File: src/rtl/core/radix_digit_emitter_top_macros.svh
// Assertion macros shared by the radix digit emitter modules.
`ifndef RADIX_DIGIT_EMITTER_TOP_MACROS_SVH
`define RADIX_DIGIT_EMITTER_TOP_MACROS_SVH

// Same-cycle implication, disabled while reset is asserted.
`define RDE_ASSERT_IMP(lbl, clk, rst_n, ante, cons, msg) \
    lbl: assert property (@(posedge clk) disable iff (!(rst_n)) (ante) |-> (cons)) \
        else $error(msg);

// Next-cycle implication, disabled while reset is asserted.
`define RDE_ASSERT_NXT(lbl, clk, rst_n, ante, cons, msg) \
    lbl: assert property (@(posedge clk) disable iff (!(rst_n)) (ante) |=> (cons)) \
        else $error(msg);

`endif

File: src/rtl/core/rde_pkg.sv
// Package with the shared constants, types and functions of the radix digit emitter.
`default_nettype none

package rde_pkg;

    // Default width of the converted value.
    localparam int RDE_VALUE_WIDTH = 64;

    // Field widths of the channels.
    localparam int RDE_IN_VALUE_W = 64;
    localparam int RDE_RADIX_W    = 5;
    localparam int RDE_DIGIT_W    = 4;
    localparam int RDE_CHAR_W     = 8;
    localparam int RDE_S_TDATA_W  = 72;
    localparam int RDE_M_TDATA_W  = 8;

    // Quotient bits produced by the divider in one cycle.
    localparam int RDE_STEP_BITS = 8;

    // Legal range of the base.
    localparam logic [RDE_RADIX_W-1:0] RDE_RADIX_MIN = 5'd2;
    localparam logic [RDE_RADIX_W-1:0] RDE_RADIX_MAX = 5'd16;

    // ASCII offsets of the digit classes.
    localparam logic [RDE_CHAR_W-1:0] RDE_CHAR_ZERO     = 8'h30;
    localparam logic [RDE_CHAR_W-1:0] RDE_CHAR_LOWER_OF = 8'h57;
    localparam logic [RDE_CHAR_W-1:0] RDE_CHAR_UPPER_OF = 8'h37;
    localparam logic [RDE_DIGIT_W-1:0] RDE_DIGIT_TEN    = 4'd10;

    // Command to the shared divider.
    typedef struct packed {
        logic                   start;
        logic [RDE_RADIX_W-1:0] divisor;
    } rde_div_cmd_t;

    // Clamp the requested base into the legal range.
    function automatic logic [RDE_RADIX_W-1:0] rde_radix_sat(
        input logic [RDE_RADIX_W-1:0] radix
    );
        logic [RDE_RADIX_W-1:0] r;
        r = radix;
        if (radix < RDE_RADIX_MIN) begin
            r = RDE_RADIX_MIN;
        end else if (radix > RDE_RADIX_MAX) begin
            r = RDE_RADIX_MAX;
        end
        return r;
    endfunction

    // ASCII code of one digit value.
    function automatic logic [RDE_CHAR_W-1:0] rde_digit_char(
        input logic [RDE_DIGIT_W-1:0] d,
        input logic                   lower
    );
        logic [RDE_CHAR_W-1:0] offs;
        if (d < RDE_DIGIT_TEN) begin
            offs = RDE_CHAR_ZERO;
        end else if (lower) begin
            offs = RDE_CHAR_LOWER_OF;
        end else begin
            offs = RDE_CHAR_UPPER_OF;
        end
        return offs + RDE_CHAR_W'(d);
    endfunction

endpackage

`default_nettype wire

File: src/rtl/core/radix_digit_emitter_top.sv
// Top level of the radix digit emitter: sequencer, output register and shared divider.
//
// Usage: one item on the s_ channel carries a value, a base and a letter-case flag.
// The block answers with one item per digit on the m_ channel, least significant
// digit first; m_tlast marks the most significant, final digit. A zero value gives
// the single digit '0'. Bases below 2 act as 2, bases above 16 act as 16.
// s_tready is high only while no conversion is in progress, so one item is worked
// on at a time. Each digit comes from one pass of the shared divider, which retires
// 8 quotient bits per cycle. The first digit enters the output register once the
// first division is done.
// The final digit sits in the output register while a new item may be accepted.
// When the receiver stalls, the current digit holds in the output register and the
// divider waits before it starts the next digit.
// Reset (aresetn low, synchronous) empties the output register, returns the
// sequencer to idle and clears the divider's step counter and completion flag.
`default_nettype none

`include "radix_digit_emitter_top_macros.svh"

module radix_digit_emitter_top #(
    parameter int VALUE_WIDTH = rde_pkg::RDE_VALUE_WIDTH
) (
    input  wire logic                              aclk,
    input  wire logic                              aresetn,
    // s_tdata fields from bit 0: value[63:0], radix[68:64], zero fill [71:69]
    input  wire logic [rde_pkg::RDE_S_TDATA_W-1:0] s_tdata,
    // s_tuser fields from bit 0: lowercase
    input  wire logic                              s_tuser,
    input  wire logic                              s_tvalid,
    output logic                                   s_tready,
    // m_tdata fields from bit 0: digit_char[7:0]
    output logic      [rde_pkg::RDE_M_TDATA_W-1:0] m_tdata,
    output logic                                   m_tlast,
    output logic                                   m_tvalid,
    input  wire logic                              m_tready
);
    import rde_pkg::*;

    typedef enum logic [2:0] {
        ST_IDLE = 3'b001,
        ST_DIV  = 3'b010,
        ST_EMIT = 3'b100
    } state_t;

    state_t                 state_reg, state_next;
    logic [RDE_RADIX_W-1:0] base_reg;
    logic                   lower_reg;
    logic                   m_valid_reg;
    logic [RDE_CHAR_W-1:0]  m_char_reg;
    logic                   m_last_reg;

    rde_div_cmd_t           div_cmd;
    logic [VALUE_WIDTH-1:0] div_dividend;
    logic [VALUE_WIDTH-1:0] div_quot;
    logic [RDE_DIGIT_W-1:0] div_rem;
    logic                   div_done;

    logic                   s_accept;
    logic                   out_free;
    logic                   out_load;
    logic                   is_last;
    logic [RDE_RADIX_W-1:0] in_base;

    assign s_tready = (state_reg == ST_IDLE);
    assign s_accept = s_tvalid && s_tready;
    assign out_free = !m_valid_reg || m_tready;
    assign is_last  = (div_quot == '0);
    assign in_base  = rde_radix_sat(s_tdata[RDE_IN_VALUE_W +: RDE_RADIX_W]);

    // Sequencer: start a division, wait for it, hand the digit to the output.
    always_comb begin
        state_next      = state_reg;
        div_cmd.start   = 1'b0;
        div_cmd.divisor = base_reg;
        div_dividend    = div_quot;
        out_load        = 1'b0;
        case (state_reg)
            ST_IDLE: begin
                div_dividend    = s_tdata[VALUE_WIDTH-1:0];
                div_cmd.divisor = in_base;
                if (s_accept) begin
                    div_cmd.start = 1'b1;
                    state_next    = ST_DIV;
                end
            end
            ST_DIV: begin
                if (div_done) begin
                    state_next = ST_EMIT;
                end
            end
            ST_EMIT: begin
                if (out_free) begin
                    out_load = 1'b1;
                    if (is_last) begin
                        state_next = ST_IDLE;
                    end else begin
                        div_cmd.start = 1'b1;
                        state_next    = ST_DIV;
                    end
                end
            end
            default: begin
                state_next = ST_IDLE;
            end
        endcase
    end

    // State and output valid.
    always_ff @(posedge aclk) begin
        if (!aresetn) begin
            state_reg   <= ST_IDLE;
            m_valid_reg <= 1'b0;
        end else begin
            state_reg <= state_next;
            if (out_load) begin
                m_valid_reg <= 1'b1;
            end else if (m_tready) begin
                m_valid_reg <= 1'b0;
            end
        end
    end

    // Item settings and output payload.
    always_ff @(posedge aclk) begin
        if (s_accept) begin
            base_reg  <= in_base;
            lower_reg <= s_tuser;
        end
        if (out_load) begin
            m_char_reg <= rde_digit_char(div_rem, lower_reg);
            m_last_reg <= is_last;
        end
    end

    rde_div_unit #(
        .VALUE_WIDTH (VALUE_WIDTH)
    ) u_div (
        .aclk      (aclk),
        .aresetn   (aresetn),
        .cmd       (div_cmd),
        .dividend  (div_dividend),
        .quotient  (div_quot),
        .remainder (div_rem),
        .done      (div_done)
    );

    assign m_tdata  = m_char_reg;
    assign m_tlast  = m_last_reg;
    assign m_tvalid = m_valid_reg;

    // Handing over the final digit frees the block for the next item.
    `RDE_ASSERT_NXT(a_last_frees_input, aclk, aresetn,
        out_load && is_last, s_tready, "input not ready after final digit")
    // The divider only reports completion while the sequencer waits for it.
    `RDE_ASSERT_IMP(a_done_in_div, aclk, aresetn,
        div_done, state_reg == ST_DIV, "divider completion outside divide state")
    // The stored base stays in the legal range while converting.
    `RDE_ASSERT_IMP(a_base_in_range, aclk, aresetn,
        state_reg != ST_IDLE, (base_reg >= RDE_RADIX_MIN) && (base_reg <= RDE_RADIX_MAX),
        "base out of range during conversion")

endmodule

`default_nettype wire

File: src/rtl/core/rde_div_unit.sv
// Shared radix-2 restoring divider that retires several quotient bits per cycle.
`default_nettype none

`include "radix_digit_emitter_top_macros.svh"

module rde_div_unit #(
    parameter int VALUE_WIDTH = rde_pkg::RDE_VALUE_WIDTH
) (
    input  wire logic                           aclk,
    input  wire logic                           aresetn,
    input  wire rde_pkg::rde_div_cmd_t          cmd,
    input  wire logic [VALUE_WIDTH-1:0]         dividend,
    output logic      [VALUE_WIDTH-1:0]         quotient,
    output logic      [rde_pkg::RDE_DIGIT_W-1:0] remainder,
    output logic                                done
);
    import rde_pkg::*;

    // Dividend padded to a whole number of steps.
    localparam int STEPS = (VALUE_WIDTH + RDE_STEP_BITS - 1) / RDE_STEP_BITS;
    localparam int PAD_W = STEPS * RDE_STEP_BITS;
    localparam int CNT_W = $clog2(STEPS + 1);

    logic [PAD_W-1:0]       work_reg, work_next;
    logic [RDE_DIGIT_W-1:0] rem_reg, rem_next;
    logic [RDE_RADIX_W-1:0] divisor_reg;
    logic [CNT_W-1:0]       cnt_reg;
    logic                   done_reg;

    logic [PAD_W-1:0]       w_v;
    logic [RDE_DIGIT_W-1:0] r_v;
    logic [RDE_RADIX_W-1:0] t_v;

    // One step of the long division: for each of RDE_STEP_BITS bits, shift in a dividend bit, subtract when it fits.
    always_comb begin
        w_v = work_reg;
        r_v = rem_reg;
        t_v = '0;
        for (int i = 0; i < RDE_STEP_BITS; i++) begin
            t_v = {r_v, w_v[PAD_W-1]};
            w_v = {w_v[PAD_W-2:0], 1'b0};
            if (t_v >= divisor_reg) begin
                t_v    = t_v - divisor_reg;
                w_v[0] = 1'b1;
            end
            r_v = t_v[RDE_DIGIT_W-1:0];
        end
        work_next = w_v;
        rem_next  = r_v;
    end

    // Step counter and completion flag.
    always_ff @(posedge aclk) begin
        if (!aresetn) begin
            cnt_reg  <= '0;
            done_reg <= 1'b0;
        end else begin
            done_reg <= (cnt_reg == CNT_W'(1)) && !cmd.start;
            if (cmd.start) begin
                cnt_reg <= CNT_W'(STEPS);
            end else if (cnt_reg != '0) begin
                cnt_reg <= cnt_reg - CNT_W'(1);
            end
        end
    end

    // Working dividend, partial remainder and divisor.
    always_ff @(posedge aclk) begin
        if (cmd.start) begin
            work_reg    <= PAD_W'(dividend);
            rem_reg     <= '0;
            divisor_reg <= cmd.divisor;
        end else if (cnt_reg != '0) begin
            work_reg <= work_next;
            rem_reg  <= rem_next;
        end
    end

    assign quotient  = work_reg[VALUE_WIDTH-1:0];
    assign remainder = rem_reg;
    assign done      = done_reg;

    // The last step of a division raises the completion flag.
    `RDE_ASSERT_NXT(a_done_after_last_step, aclk, aresetn,
        (cnt_reg == CNT_W'(1)) && !cmd.start, done_reg, "divider missed its completion")
    // A finished division leaves a remainder below the divisor.
    `RDE_ASSERT_IMP(a_rem_below_divisor, aclk, aresetn,
        done_reg, RDE_RADIX_W'(rem_reg) < divisor_reg, "remainder not below divisor")
    // Completion is only flagged once the step counter has run out.
    `RDE_ASSERT_IMP(a_done_idle_counter, aclk, aresetn,
        done_reg, cnt_reg == '0, "completion flagged while still stepping")

endmodule

`default_nettype wire
File: config.mk
export PLATFORM = sky130hd
export DESIGN_NAME = radix_digit_emitter_top
export DESIGN_NICKNAME = d
export VERILOG_FILES = /design/src/rtl/core/rde_pkg.sv /design/src/rtl/core/radix_digit_emitter_top.sv /design/src/rtl/core/rde_div_unit.sv
export VERILOG_INCLUDE_DIRS = /design/src /design/src/rtl/core
export SDC_FILE = /design/constraint.sdc
export NUM_CORES = 1
export LEC_CHECK = 0
export BUFFER_PORTS_ARGS = -buffer_cell sky130_fd_sc_hd__clkbuf_2
export CORE_ASPECT_RATIO = 1.25
export CORE_MARGIN = 10
export CORE_UTILIZATION = 58
export DETAILED_ROUTE_END_ITERATION = 12
export PLACE_DENSITY = 0.81
export SLEW_MARGIN = 20
export SYNTH_ARGS = -nofsm -noshare
export SYNTH_HDL_FRONTEND = slang
export SYNTH_SLANG_ARGS = --single-unit
export TNS_END_PERCENT = 50
File: constraint.sdc
create_clock -name aclk -period 14.4 [get_ports aclk]
set_clock_uncertainty 0.1 [all_clocks]
set_input_delay 0.72 -clock aclk [delete_from_list [all_inputs] [get_ports aclk]]
set_output_delay 0.72 -clock aclk [all_outputs]
set_load 0.01 [all_outputs]
==> results, run 1 <==
- The run finished with clean final reports.
- The detailed-route DRC error count is 0.
- CTS built an H-tree with a depth of 3.
- The die is 134.3 µm tall.
- The startpoint of the lowest-slack register-to-register path is u_div.divisor_reg[1]$_DFFE_PP_.
- The slowest stage of the critical path is the edfxtp_1 cell.
- Summed over all instances, the cell type with the most area after synthesis is edfxtp_1.
- The worst setup path startpoint is u_div.divisor_reg[1]$_DFFE_PP_.
- Across the run, the number of max-cap violations was 0.
- The first-pass iteration count of the detailed router is 5.
- The number of endpoints failing setup at the final stage is 0.
- The share of flip-flops with an asynchronous set or reset is 0.
- Subtracting the final worst setup slack from the clock period gives 12.91 ns.
- The max-slew violation total from the final report came to 0.
- The floorplan step set the die width to 111.4 µm.
- The detail route stage leaves a number of antenna-violating nets equal to 0.
- The final route contains 4296 vias.
- The instance count along the most critical hold path is 2.
- The clock reaches the later pin of the worst-skew pair after 0.34 ns.
- The final worst-path setup slack is 1.487 ns.
- Entering global routing, the biggest net connects 65 pins.
- The critical path in this run is classified as flip-flop to flip-flop.
- The initial antenna violation count is 0.
- The clock passes through at most 2 buffers.
- After detailed routing, the total wire length is 13.78 mm.
- The floorplan has 41 rows.
- In the post-synthesis netlist, the biggest area contributors are edfxtp_1, mux2_2, ha_1.
- The wire-length estimate of the detail-placed layout is 10.59 mm.
- The detailed router finished its first iteration with 258 violations.
- The post-detailed-route wirelength per cell is 18.95 µm.
- TritonCTS built the clock tree.
- Yosys mapped a number of flops with a built-in enable equal to 84.
- Headroom to the max-slew limit came out at 0.4057.
- The data arrival time at the worst-slack endpoint is 13.10 ns.
- 88 I/O pins were placed.
- The share of the Yosys chip area taken by registers is 0.4594.
- The post-placement setup slack is 1.755 ns.
- The total core area is 10160 µm².
- The maximum fanout along the worst path is 10.
- The post-synth design cell area is 6057 µm².
- The register with the most flip-flops in the layout has 64 of them.
- The count of distinct cell types in the synthesized netlist is 54.
- The setup fix buffers added after clock tree synthesis is 0.
- In the layout the commonest cells are edfxtp_1, clkbuf_2, mux2_2.
- The worst path required time is 14.59 ns.
- The cell that appears most often on the critical path is ha_1.
- The net count reported at finish is 724.
- The slack of the worst reg-to-reg path is 1.49 ns.
- In this run, post-CTS repair resized a total of 0 instances.
- The number of cells on the worst reg-to-reg path is 44.
- The die covers 14960 µm².
- Clock tree synthesis found a total of 97 sinks.
- The worst setup path is captured at a flip-flop.
- In the finished design, the share of the clock period the worst path needs comes to 0.8968.
- Synthesis produced a netlist with a net count of 639.
- In the routed layout, each cell is associated on average with a via count of 5.909.
- The number of diodes is 0.
- For this run the aggregate overflow at the end of global routing stands at 0.
- The worst setup path is launched from a flip-flop.
- Of the post-synthesis cell area, the dominant cell type holds 0.4164.
- Routability-driven placement finished with a final weighted congestion of 0.8907.
- The worst hold path begins at u_div.done$_SDFF_PN0_.
- The post-synthesis to final-layout area growth is 12.91%.
- The path class of the tightest hold or removal check is flip-flop to flip-flop.
- After clock tree synthesis, the flow added hold-fix buffers numbering 0.
- At the pin with the least slew margin, the transition time is 0.8803 ns.
- The register bit count reported by yosys is 97.
- After routing, the total negative slack on setup checks comes to 0 ns.
- After synthesis, the mean cell area works out to 11.92 µm².
- In this run, CTS created clock tree buffers numbering 9.
- The maximum clock frequency is 77.44 MHz.
- Setup repair after global routing left no endpoint under its margin.
- The number of global-route vias before repair is 4594.
- For this configuration, the core starts out at a cell density of 0.5963.
- The dominant synthesized flop cell is edfxtp_1.
- The synthesized netlist cell count is 508.
- The first-pass GRT wire length is 22.44 mm.
- The fraction of layout instances using a drive strength above 1 is 0.2943.
- For this run, the total global-route usage over all layers was measured as 0.1836.
- The root buffer cell chosen for the clock tree is clkbuf_16.
- The number of hold-slack violations in the final timing report is 0.
- The number of port buffers is 84.
- Yosys printed 0 warnings.
- Clock-pin slew was measured on the worst setup and hold paths at 0.06 ns.
- In this design, the stage delay of the slowest critical-path cell is 0.63 ns.
kinds of logic after synthesis:
group,after synthesis,synth area share
flip-flops,97,0.4594
AO/OA/AOI/OAI,96,0.1060
multiplexers,78,0.1487
XOR/XNOR,18,0.02603
other,1,0.0006191
buffers and inverters,46,0.03760
adder cells (fa/ha/maj),54,0.1215
AND/OR/NAND/NOR,118,0.1002
through the flow:
step,instance area (µm²),hold slack [ns],util,instances
after detailed placement,6569,0.3934,0.6467,711
after global placement,6569,0.3758,0.6467,711
after floorplan,6057,0.3561,-,508
after global routing,6839,0.4482,0.6733,727
after CTS,6839,0.4034,0.6733,727
final,6839,0.4015,0.6733,727
worst max-delay path: cells and delay by family, from the launching register on:
family	cells	cell delay [ns]
AOI/OAI and AO/OA	24	6.37
DFF	1	0.63
muxes	6	2.08
and+or+nand+nor	4	0.37
buffers and inverters	2	0.48
adders and majority gates	8	2.79
layer usage:
metal / global-route usage / share of wire / up-vias
met5: 0 / 0 / -
met4: 0.09871 / 0.039 / 0
met3: 0.04775 / 0.062 / 28
met2: 0.3154 / 0.51 / 132
met1: 0.2031 / 0.39 / 2062
li1: - / - / 2074
final timing paths:
kind | to
setup reg to reg | u_div.remainder[2]$_SDFFE_PP0P_
hold / removal | state_reg[2]$_SDFFE_PN0P_
hold reg to reg | state_reg[2]$_SDFFE_PN0P_
setup / recovery | u_div.remainder[2]$_SDFFE_PP0P_
cell type report:
cell class,instances,area (µm²)
Sequential cell,97,2783
Clock buffer,9,225.2
Fill cell,744,3318
Clock inverter,7,45.04
Timing Repair Buffer,87,442.9
Tap cell,129,161.4
Inverter,33,123.9
Multi-Input combinational cell,365,3058
synthesized netlist by cell type (all sizes together) (4+ instances only):
cell    number
a21oi       21
clkbuf       4
a21o         9
edfxtp      84
ha          46
nand4        8
nor2        19
nor3         5
nand2       41
a31oi        4
o21a        11
o21ai       23
o211ai       5
inv         33
fa           8
mux2i       12
nand2b       9
nor2b       10
buf          9
nor4        17
dfxtp       13
xnor2       13
xor2         5
mux2        66
Power of run 1 is left out: the tool's default activity adds up to more than one toggle a clock period on the data nets, which glitch-free logic cannot reach.
==> inputs of run 2 (changes only) <==
CORE_MARGIN = unset   (was 10)
REMOVE_ABC_BUFFERS = 1   (was unset)
==> run 2 against run 1 <==
Compared with the run above: routed wire length is 3.7% lower; die area decreased by 27%; register-to-register slack better by 0.08 ns; critical path depth up 1; via count rose by 0.56%; sequential share of layout area decreased by 0.082 points; first-iteration DRC count rose by 28%; final area rose by 0.20%; highest routed layer unchanged.
==> results, run 2 (same netlist as run 1, synthesis figures left out) <==
- The slowest stage of the critical path belongs to the cell edfxtp_1.
- Excluding fillers, the count of instances in the completed layout stands at 726.
- The number of diodes is 0.
- For this run, the total global-route usage over all layers was measured as 0.2603.
- The post-synthesis to final-layout area growth is 13.14%.
- The number of hold-slack violations in the final timing report is 0.
- The global placement routability congestion is 0.7979.
- The number of sinks on the clock net is 97.
- The post-placement setup slack is 1.691 ns.
- The worst slew margin relative to its limit is 0.3271.
- The initial antenna violation count is 0.
- Counting along the longest clock path gives a buffer depth of 2.
- The remaining global-route overflow is 0.
- The flow ran to the end, and the final reports show no timing, DRC or antenna violations.
- The number of primary I/O pins is 88.
- The data arrival time at the worst-slack endpoint is 12.99 ns.
- The top cell types in the final layout, fill and taps aside, are edfxtp_1, clkbuf_2, mux2_2.
- The violation count after the first detailed-route iteration is 331.
- The first-pass GRT wire length is 21.41 mm.
- Setup repair after global routing left no endpoint under its margin.
- After detailed placement, the design holds a cell count of 710.
- For this configuration, the core starts out at a cell density of 0.5994.
- The number of global-route vias before repair is 4428.
- Buffers inserted during clock tree synthesis total 9.
- The count of vias placed by the detailed router is 4320.
- By instance count, the cell type seen most on the critical path is ha_1.
- By startpoint and endpoint, the worst setup path is classified as flip-flop to flip-flop.
- For the pin with the worst max-slew slack, the measured transition is 1.009 ns.
- The number of port buffers is 84.
- The layout has 709 filler cells.
- Setup violations remaining at the end of the flow were counted as 0.
- The post-CTS resize count is 0.
- The max-slew violation total from the final report is 0.
- The CTS tree is built.
- The number of hold buffers added after CTS is 0.
- The detailed-route DRC error count is 0.
- In the finished design, the share of the clock period the worst path needs comes to 0.8913.
- The clock period minus worst slack is 12.83 ns.
- Entering global routing, the biggest net connects 84 pins.
- The die covers 10860 µm².
- After detailed routing, the average wire length per cell comes to 18.28 µm.
- The floorplan row count is 41.
- The total core area is 10110 µm².
- Data on the critical path is required at its endpoint by 14.56 ns.
- For this run, the top clock speed supported by timing is 77.92 MHz.
- The capturing element type of the critical path is a flip-flop.
- The fraction of layout instances using a drive strength above 1 is 0.2948.
- The clock insertion delay at the later pin of the skew report is 0.35 ns.
- The total of max-cap violations is 0.
- The setup fix buffers added after clock tree synthesis is 0.
- The number of flip-flops under the largest register name is 64.
- The final total negative setup slack is 0 ns.
- After detailed routing, the number of vias per cell comes to 5.950.
- The largest stage delay on the critical path is 0.64 ns.
- The final layout contains routed wiring with a total length of 13.27 mm.
- After clock tree synthesis, the clock-pin slew on the worst setup and hold paths is 0.07 ns.
- In the post-route analysis, the smallest setup slack over all paths is 1.566 ns.
- The number of nets with antenna violations after detailed routing is 0.
- Along the worst path, the maximum fanout reaches 10.
- The multi-input combinational cells in the finished layout cover a total of 3058 µm².
- The area occupied by registers is 2783 µm².
- The first detailed-routing pass ran for 7 iterations.
- The critical path launch point type is a flip-flop.
- The net count reported at finish is 723.
- The class of the tightest hold or removal check is flip-flop to flip-flop.
- The die outline height is 116.3 µm.
- The master cell of the clock root buffer is clkbuf_16.
- The post-DP HPWL is 9.597 mm.
- The H-tree depth reported by CTS is 3.
- The horizontal die dimension is 93.41 µm.
## run 2: cell types whose count changed in the layout (fill, tap and decap cells not counted), sizes merged
cell,delta
buf,-1
clkbuf,+4
clkinv,-3
clkinvlp,-2
inv,+1
## run 2: worst paths after layout
check | startpoint | to | slack (ns) | depth (start not counted)
setup / recovery | u_div.divisor_reg[1]$_DFFE_PP_ | u_div.remainder[0]$_SDFFE_PP0P_ | 1.57 | 45
hold / removal | u_div.done$_SDFF_PN0_ | state_reg[2]$_SDFFE_PN0P_ | 0.40 | 2
setup reg to reg | u_div.divisor_reg[1]$_DFFE_PP_ | u_div.remainder[0]$_SDFFE_PP0P_ | 1.57 | 45
hold reg to reg | u_div.done$_SDFF_PN0_ | state_reg[2]$_SDFFE_PN0P_ | 0.40 | 2
## run 2: through the flow
stage | cell area, µm² | hold WS (ns) | utilization
2_1_floorplan | 5953 | 0.3561 | -
3_3_place_gp | 6561 | 0.3774 | 0.6493
3_5_place_dp | 6561 | 0.3823 | 0.6493
4_1_cts | 6853 | 0.3994 | 0.6781
5_1_grt | 6853 | 0.4283 | 0.6781
6_report | 6853 | 0.3991 | 0.6781
## run 2: cell type report
cell class	instances	area share
clock buffer	13	0.03944
inverter	33	0.01808
clock inverter	3	0.003104
tap	129	0.02355
timing repair buffer	86	0.06354
sequential	97	0.4061
multi-input combinational	365	0.4462
## run 2: worst max-delay path: cells and delay by family, from the launching register on
family          cells  cell delay [ns]
buf+inv             3             0.54
fa+ha+maj           8             2.78
mux                 7             2.53
compound gates     21             5.55
simple gates        6             0.60
flops               1             0.64
## run 2: layer usage
layer / routed length [µm] / global-route usage / vias up
li1: - / - / 2070
met1: 5310 / 0.3035 / 2107
met2: 7096 / 0.4882 / 125
met3: 666 / 0.04297 / 18
met4: 199 / 0.08000 / 0
met5: 0 / 0 / -
Power of run 2 is left out for the same reason.
==> inputs of run 3 (changes only) <==
CORE_MARGIN = 10   (was unset)
CORE_UTILIZATION = 30   (was 58)
PLACE_DENSITY = unset   (was 0.81)
SYNTH_HIERARCHICAL = 1   (was unset)
==> run 3 against run 2 <==
Compared with the run above: synthesized cell count is 43% higher; synthesized area increased by 14%; non-clock buffer count rose by 1; utilization decreased by 33 points; final area up 15%; critical path type unchanged; largest cell class unchanged.
==> results, run 3 <==
- The post-synth design cell area is 6905 µm².
- The min-delay analysis places its worst path in the category flip-flop to flip-flop.
- The number of primary I/O pins is 88.
- The number of global-route vias before repair is 5384.
- Counting instances in the post-synthesis netlist gives the leading cell types as nand2_1, edfxtp_1, mux2_2.
- The master cell of the clock root buffer is clkbuf_16.
- Synthesis produced a netlist whose cell count is 724.
- The number of hold-slack violations in the final timing report is 0.
- From synthesis to final layout, the design area changed by 14.48%.
- The detailed-route DRC error count is 0.
- The total core area is 22810 µm².
- The initial antenna violation count was 0.
- The worst setup path startpoint is u_div/divisor_reg[1]$_DFFE_PP_.
- In the layout the commonest cells are nand2_1, edfxtp_1, clkbuf_2.
- Among all flip-flop cells after synthesis, the most frequent one is edfxtp_1.
- The capturing element type of the critical path is a flip-flop.
- Setup violations remaining at the end of the flow were counted as 0.
- The horizontal die dimension is 155.7 µm.
- The portion of the post-synthesis area used by sequential elements is 0.4030.
- In this run the vertical extent of the chip is 189.6 µm.
- The number of flip-flops under the largest register name is 64.
- The critical path's slowest cell is edfxtp_1.
- The first-pass iteration count of the detailed router is 4.
- The number of cells on the worst reg-to-reg path is 48.
- Adding up every negative setup slack in the final design gives 0 ns.
- The cell class contributing the biggest share of worst-path delay is compound AO/OA/AOI/OAI gates.
- The start point of the worst hold path is u_div/cnt_reg[1]$_SDFFE_PP0P_.
- TritonCTS built the clock tree.
- The slack of the worst reg-to-reg path is 2.03 ns.
- The share of flip-flops with an asynchronous set or reset is 0.
- The count of flip-flops with a built-in enable after synthesis is 84.
- The first-pass GRT wire length is 27.41 mm.
- In the post-synthesis netlist, the biggest area contributors are edfxtp_1, nand2_1, mux2_2.
- The initial utilization of the core area, before any placement, comes to 0.3028.
- For this block, the routed nets add up to 17.23 mm of wire.
- The data arrival time at the worst-slack endpoint is 12.53 ns.
- The maximum clock frequency is 80.86 MHz.
- The global placement routability congestion is 0.8442.
- The setup fix buffers added after clock tree synthesis is 0.
- The count of vias placed by the detailed router is 5295.
- The top cell type's share of synthesized area is 0.3653.
- The area occupied by multi-input gates is 3857 µm².
- The most common cell in the synthesized netlist is nand2_1.
- The floorplan row count is 62.
- The TritonCTS buffer count is 9.
- The fraction of layout instances using a drive strength above 1 is 0.2409.
- For this design, the CTS-stage hold fixing added 0 buffers.
- During synthesis, Yosys emitted a total of 6 warnings.
- The clock period minus worst slack is 12.37 ns.
- Once detail routing completed, the nets flagged for antenna violations numbered 0.
- The type of the worst setup path is flip-flop to flip-flop.
- The run finished with clean final reports.
- The final layout contains 927 nets.
- The max-slew violation total from the final report is 0.
- At the pin with the least slew margin, the transition time is 1.042 ns.
- Data on the critical path is required at its endpoint by 14.56 ns.
- The number of sinks on the clock net is 97.
- The number of filler instances in the final layout is 2351.
- After clock tree synthesis, the clock-pin slew on the worst setup and hold paths is 0.06 ns.
- The later pin in the worst-skew pair is clocked with a latency of 0.35 ns.
- The area enclosed by the die boundary is 29520 µm².
- The worst hold path was traced through 2 stages.
- The most frequent cell on the critical path is ha_1.
- After detailed routing, the number of vias per cell comes to 4.862.
- The number of buffers and inverters on the critical path is 3.
- Setup repair after global routing left no endpoint under its margin.
- The worst slew margin relative to its limit is 0.3052.
- The cell accounting for the most synthesized area is edfxtp_1.
- The per-instance average area after synthesis is 9.538 µm².
- The worst hold path terminates at u_div/cnt_reg[1]$_SDFFE_PP0P_.
- Gates resized during post-CTS repair numbered 0.
- STA classifies the critical path startpoint as a flip-flop.
- In this run, the number of DRC markers left after iteration 0 of detailed routing was 293.
- The total of max-cap violations is 0.
- The startpoint identified for the worst register-to-register timing path is u_div/divisor_reg[1]$_DFFE_PP_.
- The overall routing resource usage is 0.1152.
- The register bit count reported by yosys is 97.
- The count of distinct cell types in the synthesized netlist is 63.
- The number of diodes is 0.
- After detailed routing, the average wire length per cell comes to 15.82 µm.
- In this run the number of H-tree levels came out at 3.
- The library cell used most frequently in the layout, excluding fill and tap cells, is nand2_1.
- The largest single stage delay on the critical path is 0.69 ns.
- In the final layout, flip-flops and latches occupy 2783 µm².
- In this run the tool buffered the top-level ports with 84 buffer cells.
- The critical register-to-register path endpoint is u_div/remainder[0]$_SDFFE_PP0P_.
- Summed over all nets, the half-perimeter wirelength after detailed placement is 12.82 mm.
- Of the available clock period, the critical path in the final layout requires 0.8588.
- After global routing the overflow that remains totals 0.
- The pin count of the biggest net entering global routing is 81.
- The maximum fanout along the worst path is 10.
- The number of buffers on the longest clock path is 2.
-- run 3: kinds of logic (layout without fill, tap and decap cells) --
kind of cell             Yosys count  after routing  share of synthesized area
multiplexers                      76             76                     0.1245
flip-flops                        97             97                     0.4030
AND/OR/NAND/NOR                  319            319                     0.2017
buffers and inverters             62            139                    0.04077
XOR/XNOR                          15             15                    0.01902
AO/OA/AOI/OAI                    100            100                     0.1029
adder cells (fa/ha/maj)           54             54                     0.1076
other                              1              1                  0.0005431
-- run 3: worst min-delay path: stages, from the launching register on --
cell and delay [ns]:
dfxtp_1 0.32, nor2_1 0.10, a211oi_1 0.04
-- run 3: stage by stage --
| step | hold slack [ns] | cells | area, µm² | util | setup WS, ns |
|---|---|---|---|---|---|
| after global routing | 0.4379 | 1089 | 7905 | 0.3466 | 1.070 |
| final | 0.4044 | 1089 | 7905 | 0.3466 | 2.033 |
| after global placement | 0.3963 | 1073 | 7584 | 0.3325 | 2.178 |
| after floorplan | 0.3787 | 698 | 6764 | - | 3.624 |
| after detailed placement | 0.4023 | 1073 | 7584 | 0.3325 | 1.973 |
| after CTS | 0.4070 | 1089 | 7905 | 0.3466 | 1.946 |
-- run 3: routing by layer --
metal / part of all wire / GRT usage
met2: 0.51 / 0.2031
met1: 0.43 / 0.1338
met3: 0.032 / 0.02146
met5: 0 / 0
met4: 0.025 / 0.04686
-- run 3: cell type report --
cell class	instances	share of cell area
well taps	288	0.04558
inverters	36	0.01773
clock buffers	14	0.03862
flip-flops and latches	97	0.3520
clock inverters	2	0.002058
multi-input cells	565	0.4880
repair buffers	87	0.05603
-- run 3: worst max-delay path by stage --
stage / end / slack [ns] / cells after the start
after global placement: u_div/remainder[0]$_SDFFE_PP0P_ / 2.18 / 47
after global routing: u_div/remainder[0]$_SDFFE_PP0P_ / 1.07 / 48
after detailed placement: u_div/remainder[0]$_SDFFE_PP0P_ / 1.97 / 48
final: u_div/remainder[0]$_SDFFE_PP0P_ / 2.03 / 48
after floorplan: u_div/remainder[1]$_SDFFE_PP0P_ / 3.62 / 48
after CTS: u_div/remainder[0]$_SDFFE_PP0P_ / 1.95 / 48
Power of run 3 is left out for the same reason.
